$ cat config.mk
export PLATFORM = sky130hd
export DESIGN_NAME = http_response_byte_parser
export DESIGN_NICKNAME = d
export VERILOG_FILES = /design/src/rtl/hrp_pkg.sv /design/src/rtl/http_response_byte_parser.sv /design/src/rtl/hrp_step.sv /design/src/rtl/hrp_out_stage.sv
export SDC_FILE = /design/constraint.sdc
export NUM_CORES = 1
export LEC_CHECK = 0
export BUFFER_PORTS_ARGS = -buffer_cell sky130_fd_sc_hd__buf_2
export CAP_MARGIN = 5
export CORE_MARGIN = 4
export CORE_UTILIZATION = 61
export DETAILED_ROUTE_END_ITERATION = 16
export PLACE_DENSITY_LB_ADDON = 0.3
export SLEW_MARGIN = 5
export SYNTH_ARGS = -nofsm -noshare
export SYNTH_HDL_FRONTEND = slang
export SYNTH_SLANG_ARGS = --single-unit
$ cat constraint.sdc
create_clock -name clk -period 4.25 [get_ports clk]
set_clock_uncertainty 0.15 [all_clocks]
set_input_delay 0.425 -clock clk [delete_from_list [all_inputs] [get_ports clk]]
set_output_delay 0.425 -clock clk [all_outputs]
set_load 0.05 [all_outputs]
$ cat src/rtl/hrp_pkg.sv
package hrp_pkg;

    localparam int unsigned KEY_LEN = 14;

    typedef enum logic [22:0] {
        PH_H        = 23'h000001,
        PH_T1       = 23'h000002,
        PH_T2       = 23'h000004,
        PH_P        = 23'h000008,
        PH_SLASH    = 23'h000010,
        PH_MAJ0     = 23'h000020,
        PH_MAJ      = 23'h000040,
        PH_MIN0     = 23'h000080,
        PH_MIN      = 23'h000100,
        PH_ST0      = 23'h000200,
        PH_ST1      = 23'h000400,
        PH_ST2      = 23'h000800,
        PH_REASON   = 23'h001000,
        PH_LF_STAT  = 23'h002000,
        PH_LINE     = 23'h004000,
        PH_NAME     = 23'h008000,
        PH_SPACE    = 23'h010000,
        PH_VALUE    = 23'h020000,
        PH_BODY0    = 23'h040000,
        PH_BODY     = 23'h080000,
        PH_LF_HDR   = 23'h100000,
        PH_LF_BLANK = 23'h200000,
        PH_LF_BODY  = 23'h400000
    } phase_t;

    typedef enum logic [2:0] {
        KIND_NONE     = 3'd0,
        KIND_NAME     = 3'd1,
        KIND_VALUE    = 3'd2,
        KIND_HDR_DONE = 3'd3,
        KIND_BODY     = 3'd4
    } kind_t;

    typedef enum logic [1:0] {
        VAL_EMPTY = 2'd0,
        VAL_ZERO  = 2'd1,
        VAL_OTHER = 2'd2
    } val_match_t;

    typedef struct packed {
        phase_t     phase;
        logic [9:0] status_value;
        logic       status_complete;
        logic [3:0] name_pos;
        logic       name_alive;
        val_match_t value_pos;
        logic       len_found;
        logic       len_nonzero;
    } state_t;

    localparam state_t STATE_RESET = '{
        phase:           PH_H,
        status_value:    10'd0,
        status_complete: 1'b0,
        name_pos:        4'd0,
        name_alive:      1'b1,
        value_pos:       VAL_EMPTY,
        len_found:       1'b0,
        len_nonzero:     1'b0
    };

    typedef struct packed {
        logic       accepted;
        kind_t      item_kind;
        logic [7:0] out_byte;
        logic [9:0] status_code;
        logic       status_valid;
        logic       reply_done;
    } result_t;

    function automatic logic [7:0] key_char(input logic [3:0] pos);
        logic [7:0] ch;
        case (pos)
            4'd0:    ch = "C";
            4'd1:    ch = "o";
            4'd2:    ch = "n";
            4'd3:    ch = "t";
            4'd4:    ch = "e";
            4'd5:    ch = "n";
            4'd6:    ch = "t";
            4'd7:    ch = "-";
            4'd8:    ch = "L";
            4'd9:    ch = "e";
            4'd10:   ch = "n";
            4'd11:   ch = "g";
            4'd12:   ch = "t";
            4'd13:   ch = "h";
            default: ch = 8'd0;
        endcase
        return ch;
    endfunction

    function automatic logic is_ctl(input logic [7:0] c);
        return (c <= 8'd31) || (c == 8'd127);
    endfunction

    function automatic logic is_sep(input logic [7:0] c);
        logic s;
        case (c)
            "(", ")", "<", ">", "@", ",", ";", ":", "\\", "\"", "/", "[", "]", "?",
            "=", "{", "}", " ", 8'h09: s = 1'b1;
            default: s = 1'b0;
        endcase
        return s;
    endfunction

    function automatic logic is_token(input logic [7:0] c);
        return !c[7] && !is_ctl(c) && !is_sep(c);
    endfunction

endpackage

$ cat src/rtl/http_response_byte_parser.sv
// HTTP response byte parser: takes one response byte per clock unless stalled and returns
// one registered result per byte in the next cycle, one per cycle while the output does
// not stall, a rate set by the parse-state register, whose next value comes combinationally
// from the byte. The input is stalled only while a result is waiting and the output stalls.
module http_response_byte_parser (
    input  logic       clk,
    input  logic       rst_n,
    input  logic       in_valid,
    output logic       in_stall,
    input  logic [7:0] in_byte,
    output logic       out_valid,
    input  logic       out_stall,
    output logic       accepted,
    output logic [2:0] item_kind,
    output logic [7:0] out_byte,
    output logic [9:0] status_code,
    output logic       status_valid,
    output logic       reply_done
);

    hrp_pkg::state_t  state_reg;
    hrp_pkg::state_t  state_next;
    hrp_pkg::result_t step_res;
    hrp_pkg::result_t res_out;
    logic             busy;
    logic             load;

    assign in_stall = busy;
    assign load     = in_valid && !busy;

    hrp_step u_step (
        .cur (state_reg),
        .c   (in_byte),
        .nxt (state_next),
        .res (step_res)
    );

    // advance parse state once per beat
    always_ff @(posedge clk or negedge rst_n)
    begin
        if (!rst_n)
            state_reg <= hrp_pkg::STATE_RESET;
        else if (load)
            state_reg <= state_next;
    end

    hrp_out_stage u_out (
        .clk       (clk),
        .rst_n     (rst_n),
        .load      (load),
        .res_in    (step_res),
        .out_stall (out_stall),
        .busy      (busy),
        .out_valid (out_valid),
        .res_out   (res_out)
    );

    assign accepted     = res_out.accepted;
    assign item_kind    = res_out.item_kind;
    assign out_byte     = res_out.out_byte;
    assign status_code  = res_out.status_code;
    assign status_valid = res_out.status_valid;
    assign reply_done   = res_out.reply_done;

endmodule

$ cat src/rtl/hrp_step.sv
module hrp_step (
    input  hrp_pkg::state_t  cur,
    input  logic [7:0]       c,
    output hrp_pkg::state_t  nxt,
    output hrp_pkg::result_t res
);

    hrp_pkg::state_t upd;
    hrp_pkg::kind_t  kind;
    logic            ok;
    logic            done;
    logic            digit;
    logic [9:0]      dval;
    logic            key_hit;
    logic            key_hit_first;
    logic [3:0]      match_pos;
    logic            match_alive;

    assign digit = (c >= "0") && (c <= "9");
    assign dval  = {6'd0, c[3:0]};

    assign key_hit = cur.name_alive && (cur.name_pos < 4'(hrp_pkg::KEY_LEN))
                     && (c == hrp_pkg::key_char(cur.name_pos));
    assign key_hit_first = (c == hrp_pkg::key_char(4'd0));

    always_comb
    begin
        upd         = cur;
        kind        = hrp_pkg::KIND_NONE;
        ok          = 1'b1;
        done        = 1'b0;
        match_pos   = cur.name_pos;
        match_alive = cur.name_alive;
        case (cur.phase)
            hrp_pkg::PH_H:
            begin
                if (c == "H")
                    upd.phase = hrp_pkg::PH_T1;
                else if (c != 8'd10 && c != 8'd13)
                    ok = 1'b0;
            end
            hrp_pkg::PH_T1:
                if (c == "T") upd.phase = hrp_pkg::PH_T2; else ok = 1'b0;
            hrp_pkg::PH_T2:
                if (c == "T") upd.phase = hrp_pkg::PH_P; else ok = 1'b0;
            hrp_pkg::PH_P:
                if (c == "P") upd.phase = hrp_pkg::PH_SLASH; else ok = 1'b0;
            hrp_pkg::PH_SLASH:
                if (c == "/") upd.phase = hrp_pkg::PH_MAJ0; else ok = 1'b0;
            hrp_pkg::PH_MAJ0:
                if (digit) upd.phase = hrp_pkg::PH_MAJ; else ok = 1'b0;
            hrp_pkg::PH_MAJ:
            begin
                if (c == ".")
                    upd.phase = hrp_pkg::PH_MIN0;
                else if (!digit)
                    ok = 1'b0;
            end
            hrp_pkg::PH_MIN0:
                if (digit) upd.phase = hrp_pkg::PH_MIN; else ok = 1'b0;
            hrp_pkg::PH_MIN:
            begin
                if (c == " ")
                    upd.phase = hrp_pkg::PH_ST0;
                else if (!digit)
                    ok = 1'b0;
            end
            hrp_pkg::PH_ST0:
            begin
                if (digit)
                begin
                    upd.status_value = dval * 10'd100;
                    upd.phase        = hrp_pkg::PH_ST1;
                end
                else
                    ok = 1'b0;
            end
            hrp_pkg::PH_ST1:
            begin
                if (digit)
                begin
                    upd.status_value = cur.status_value + dval * 10'd10;
                    upd.phase        = hrp_pkg::PH_ST2;
                end
                else
                    ok = 1'b0;
            end
            hrp_pkg::PH_ST2:
            begin
                if (digit)
                begin
                    upd.status_value    = cur.status_value + dval;
                    upd.status_complete = 1'b1;
                    upd.phase           = hrp_pkg::PH_REASON;
                end
                else
                    ok = 1'b0;
            end
            hrp_pkg::PH_REASON:
            begin
                if (digit)
                    ok = 1'b0;
                else if (c == 8'd13)
                    upd.phase = hrp_pkg::PH_LF_STAT;
            end
            hrp_pkg::PH_LF_STAT:
                if (c == 8'd10) upd.phase = hrp_pkg::PH_LINE; else ok = 1'b0;
            hrp_pkg::PH_LINE:
            begin
                if (c == 8'd13)
                    upd.phase = hrp_pkg::PH_LF_BLANK;
                else if (hrp_pkg::is_token(c))
                begin
                    upd.value_pos  = hrp_pkg::VAL_EMPTY;
                    upd.name_pos   = key_hit_first ? 4'd1 : 4'd0;
                    upd.name_alive = key_hit_first;
                    kind           = hrp_pkg::KIND_NAME;
                    upd.phase      = hrp_pkg::PH_NAME;
                end
                else
                    ok = 1'b0;
            end
            hrp_pkg::PH_NAME:
            begin
                if (c == ":")
                    upd.phase = hrp_pkg::PH_SPACE;
                else if (hrp_pkg::is_token(c))
                begin
                    if (key_hit)
                        match_pos = cur.name_pos + 4'd1;
                    else
                        match_alive = 1'b0;
                    upd.name_pos   = match_pos;
                    upd.name_alive = match_alive;
                    kind           = hrp_pkg::KIND_NAME;
                end
                else
                    ok = 1'b0;
            end
            hrp_pkg::PH_SPACE:
                if (c == " ") upd.phase = hrp_pkg::PH_VALUE; else ok = 1'b0;
            hrp_pkg::PH_VALUE:
            begin
                if (c == 8'd13)
                begin
                    if (cur.name_alive && cur.name_pos == 4'(hrp_pkg::KEY_LEN)
                        && !cur.len_found)
                    begin
                        upd.len_found   = 1'b1;
                        upd.len_nonzero = (cur.value_pos != hrp_pkg::VAL_ZERO);
                    end
                    kind      = hrp_pkg::KIND_HDR_DONE;
                    upd.phase = hrp_pkg::PH_LF_HDR;
                end
                else if (hrp_pkg::is_ctl(c))
                    ok = 1'b0;
                else
                begin
                    upd.value_pos = (cur.value_pos == hrp_pkg::VAL_EMPTY && c == "0")
                                    ? hrp_pkg::VAL_ZERO : hrp_pkg::VAL_OTHER;
                    kind = hrp_pkg::KIND_VALUE;
                end
            end
            hrp_pkg::PH_BODY0:
            begin
                if (c == 8'd13)
                    upd.phase = hrp_pkg::PH_LF_BLANK;
                else
                begin
                    kind      = hrp_pkg::KIND_BODY;
                    upd.phase = hrp_pkg::PH_BODY;
                end
            end
            hrp_pkg::PH_BODY:
            begin
                if (c == 8'd13)
                    upd.phase = hrp_pkg::PH_LF_BODY;
                else
                    kind = hrp_pkg::KIND_BODY;
            end
            hrp_pkg::PH_LF_HDR:
                if (c == 8'd10) upd.phase = hrp_pkg::PH_LINE; else ok = 1'b0;
            hrp_pkg::PH_LF_BLANK:
            begin
                if (c == 8'd10)
                begin
                    if (cur.len_found && cur.len_nonzero)
                        upd.phase = hrp_pkg::PH_BODY0;
                    else
                        done = 1'b1;
                end
                else
                    ok = 1'b0;
            end
            hrp_pkg::PH_LF_BODY:
                if (c == 8'd10) done = 1'b1; else ok = 1'b0;
            default:
                ok = 1'b0;
        endcase
    end

    always_comb
    begin
        res.accepted     = ok;
        res.item_kind    = ok ? kind : hrp_pkg::KIND_NONE;
        res.out_byte     = (ok && (kind == hrp_pkg::KIND_NAME || kind == hrp_pkg::KIND_VALUE
                           || kind == hrp_pkg::KIND_BODY)) ? c : 8'd0;
        res.status_code  = upd.status_value;
        res.status_valid = upd.status_complete;
        res.reply_done   = done;
        nxt              = (!ok || done) ? hrp_pkg::STATE_RESET : upd;
    end

endmodule

$ cat src/rtl/hrp_out_stage.sv
module hrp_out_stage (
    input  logic             clk,
    input  logic             rst_n,
    input  logic             load,
    input  hrp_pkg::result_t res_in,
    input  logic             out_stall,
    output logic             busy,
    output logic             out_valid,
    output hrp_pkg::result_t res_out
);

    logic             valid_reg;
    hrp_pkg::result_t data_reg;

    always_ff @(posedge clk or negedge rst_n)
    begin
        if (!rst_n)
            valid_reg <= 1'b0;
        else if (load)
            valid_reg <= 1'b1;
        else if (!out_stall)
            valid_reg <= 1'b0;
    end

    always_ff @(posedge clk)
    begin
        if (load)
            data_reg <= res_in;
    end

    assign busy      = valid_reg && out_stall;
    assign out_valid = valid_reg;
    assign res_out   = data_reg;

endmodule

==> impl_metrics.tcl <==
set metrics [dict create \
    max_ffs_per_register 43 \
    yosys_reg_bits 68 \
    p_sw_mw 0.453 \
    timing_worst_slew_pin_value_ps 1090 \
    crit_path_cell_trace "or4_1 -> or4_4 -> or3_1 -> and2_1 -> and3_1 -> a311oi_4 -> nand4b_1 -> buf_4 -> o31ai_1" \
    synthesis.instances 688 \
    holdBufCountCts 0 \
    timing.final.hold_violations 0 \
    finalHoldWorstSlack_ps 111 \
    ys.warnings.count 0 \
    power.sequential.fraction_pct 48.9 \
    synth_nets 738 \
    irDropWorstVdd_mv 0.154 \
    grt_pass1_vias 5527 \
    netlist.top_cell.by_area "sky130_fd_sc_hd__dfrtp_1" \
    pin_count_of_the_biggest_net_entering_global_routing 45 \
    grt_pass1_wl_mm 30.6 \
    detailroute.via_count 5912 \
    crit_slowest_cell "sky130_fd_sc_hd__or4_1" \
    portion_of_the_clock_cycle_consumed_by_the_worst_path_in_the_final_layout_pct 90.2 \
    hpwl_mm 14.4 \
    p_sw_share_pct 31.6 \
    yosysMostFrequentCell "sky130_fd_sc_hd__nand2_1" \
    layout-drive-gt1-share_pct 15.5 \
    combinationalPowerShare_pct 16.8 \
    clock_period_minus_worst_slack_ps 3830 \
    synthesis.area_per_instance_um2 8.45 \
    drtIter0Drc 816 \
    synth_area_leaders "sky130_fd_sc_hd__dfrtp_1, sky130_fd_sc_hd__edfxtp_1, sky130_fd_sc_hd__ha_1" \
    min_path_type "in -> async" \
    avgRoutedWirePerCell_um 22.2 \
    tritoncts "yes" \
    final_net_count 780 \
    cp_max_fo 11 \
    ctsRootBufferMaster "sky130_fd_sc_hd__clkbuf_8" \
    synth.yosys.seq_area_share_pct 31.4 \
    synthFlopType "sky130_fd_sc_hd__dfrtp_1" \
    cap_violations 0 \
    groute.usage.overall_pct 34.9 \
    maxSlewViolCount 0 \
    firstDrtPassIters 9 \
    overflow_left_after_global_routing 0 \
    route.antenna.remaining_nets 0 \
    synth_edf_count 24 \
    postRouteWirelength_mm 19.2 \
    critical_path.n_buffers_inverters 1 \
    leakage_nw 2.75 \
    crit_path_max_incr_delay_ps 750 \
    path_clk_slew_ps 90 \
    worst_slew_margin_rel_pct 27.5 \
    cp.arrival_ps 3950 \
    fp.coreArea_mm2 0.00924 \
    remaining_drc_errors 0 \
    netlist_area_mm2 0.00582 \
    rsz0062_at_grt "false" \
    final_core_util_pct 69.6 \
    die_area_mm2 0.0112 \
    cp.required_ps 4370 \
    setup_viol 0 \
    synth_largest_type_area_fraction_pct 18.1 \
    diode_insertion_count_for_antenna_repair 0 \
    ioPinCount 38 \
    postCtsSetupBuffers 0 \
    critical_path_launch_point_type "flip-flop" \
    pwr-share-clk_pct 34.4 \
    die_height_um 106 \
    filler_cell_count 747 \
    row_count 35 \
    ff_latch_area_mm2 0.00182 \
    worstSkewPairLatency_ps 370 \
    synth.cells.most_frequent "sky130_fd_sc_hd__nand2_1, sky130_fd_sc_hd__nor2_1, sky130_fd_sc_hd__dfrtp_1, sky130_fd_sc_hd__o21ai_0, sky130_fd_sc_hd__ha_1" \
    htree_levels 3 \
    cts.sinks 68 \
    gp_weighted_congestion 1.04 \
    synthToLayoutAreaGrowth_pct 10.6 \
    worstSetupPathType "reg -> reg" \
    cellInternalPower_mw 0.979 \
    end_kind "flip-flop" \
    floorplan.initialDensity_pct 62.9 \
    clock.fmax_mhz 261 \
    path_delay_family "simple AND/OR/NAND/NOR gates" \
    number_of_antenna_violations_at_the_first_check_in_global_routing 0 \
    async_reset_ff_share_pct 64.7 \
    post_layout_nonfiller_instances 864 \
    dp_cells 848 \
    routed_via_density 6.84 \
    synth.distinct_cells 77 \
    placement.io_buffers 37 \
    clock_tree.buffer_depth 2 \
    die_x_um 106 \
    post_cts_resize_count 0 \
    multiInputGateArea_mm2 0.00374 \
    pwr_cell_area_mw_per_mm2 223 \
    finalSetupTns_ps 0 \
    number_of_buffers_created_by_cts 9 \
    outcome "complete, no violations" \
]
-- cells by family (layout without fill, tap and decap cells) --
family	count (synthesis)	count (layout)	share of synthesized area, %
compound gates	180	180	21.8
xor+xnor	21	21	3.16
fa+ha+maj	38	38	8.69
buf+inv	64	111	4.39
flops	68	68	31.4
mux	8	8	1.51
simple gates	309	309	29.1
-- power by group through the flow --
| stage | registers [mW] | clock network [mW] | logic [mW] |
|---|---|---|---|
| finish | 0.699 | 0.492 | 0.240 |
| global route | 0.701 | 0.534 | 0.259 |
| CTS | 0.699 | 0.501 | 0.236 |
| detailed placement | 0.713 | 0 | 0.234 |
| global placement | 0.712 | 0 | 0.229 |
| floorplan | 0.747 | 0 | 0.123 |
-- final cells by class --
type | instances | share of cell area [%]
Multi-Input combinational cell | 556 | 58.1
Sequential cell | 68 | 28.4
Timing Repair Buffer | 69 | 6.81
Inverter | 26 | 1.52
Clock inverter | 7 | 0.778
Clock buffer | 9 | 1.93
Tap cell | 129 | 2.51
-- per-stage QoR --
| stage | power [mW] | area [µm²] | worst slack [ps] |
|---|---|---|---|
| final | 1.43 | 6430 | 416 |
| after global routing | 1.49 | 6430 | 364 |
| after CTS | 1.44 | 6430 | 491 |
| after detailed placement | 0.947 | 6260 | 414 |
| after global placement | 0.941 | 6260 | 564 |
| after floorplan | 0.871 | 5820 | 724 |
-- worst paths after layout --
check	startpoint	end	slack (ps)	depth (start not counted)
setup / recovery	state_reg[22]	state_reg[31]	420	9
hold / removal	rst_n	state_reg[41]	110	1
setup reg to reg	state_reg[22]	state_reg[31]	420	9
hold reg to reg	state_reg[4]	state_reg[4]	350	2
max in group asynchronous	rst_n	state_reg[0]	3160	1
min in group clk	in_valid	u_out.out_valid	120	2
-- worst reg2reg max path, delay by kind of cell, from the launching register on --
family          cells  cell delay [ps]
simple gates        6             2220
flops               1              500
compound gates      2              660
buf+inv             1              210
-- routing by layer --
layer	vias up	wire, µm	track usage, %
li1	2681	-	-
met1	2763	7770	47.5
met2	398	8660	54.8
met3	70	2060	7.59
met4	0	726	12.5
met5	-	0	0
-- cells in the final DEF (no fill, tap or decap), drive strengths merged, types with 25 or more instances in the layout --
cell	instances
nand2	71
buf	69
nor2	45
dfrtp	42
o21ai	42
ha	34
nand3	33
a21oi	31
inv	28
nor3	25
Note: power is estimated with default switching activity, not from simulation.
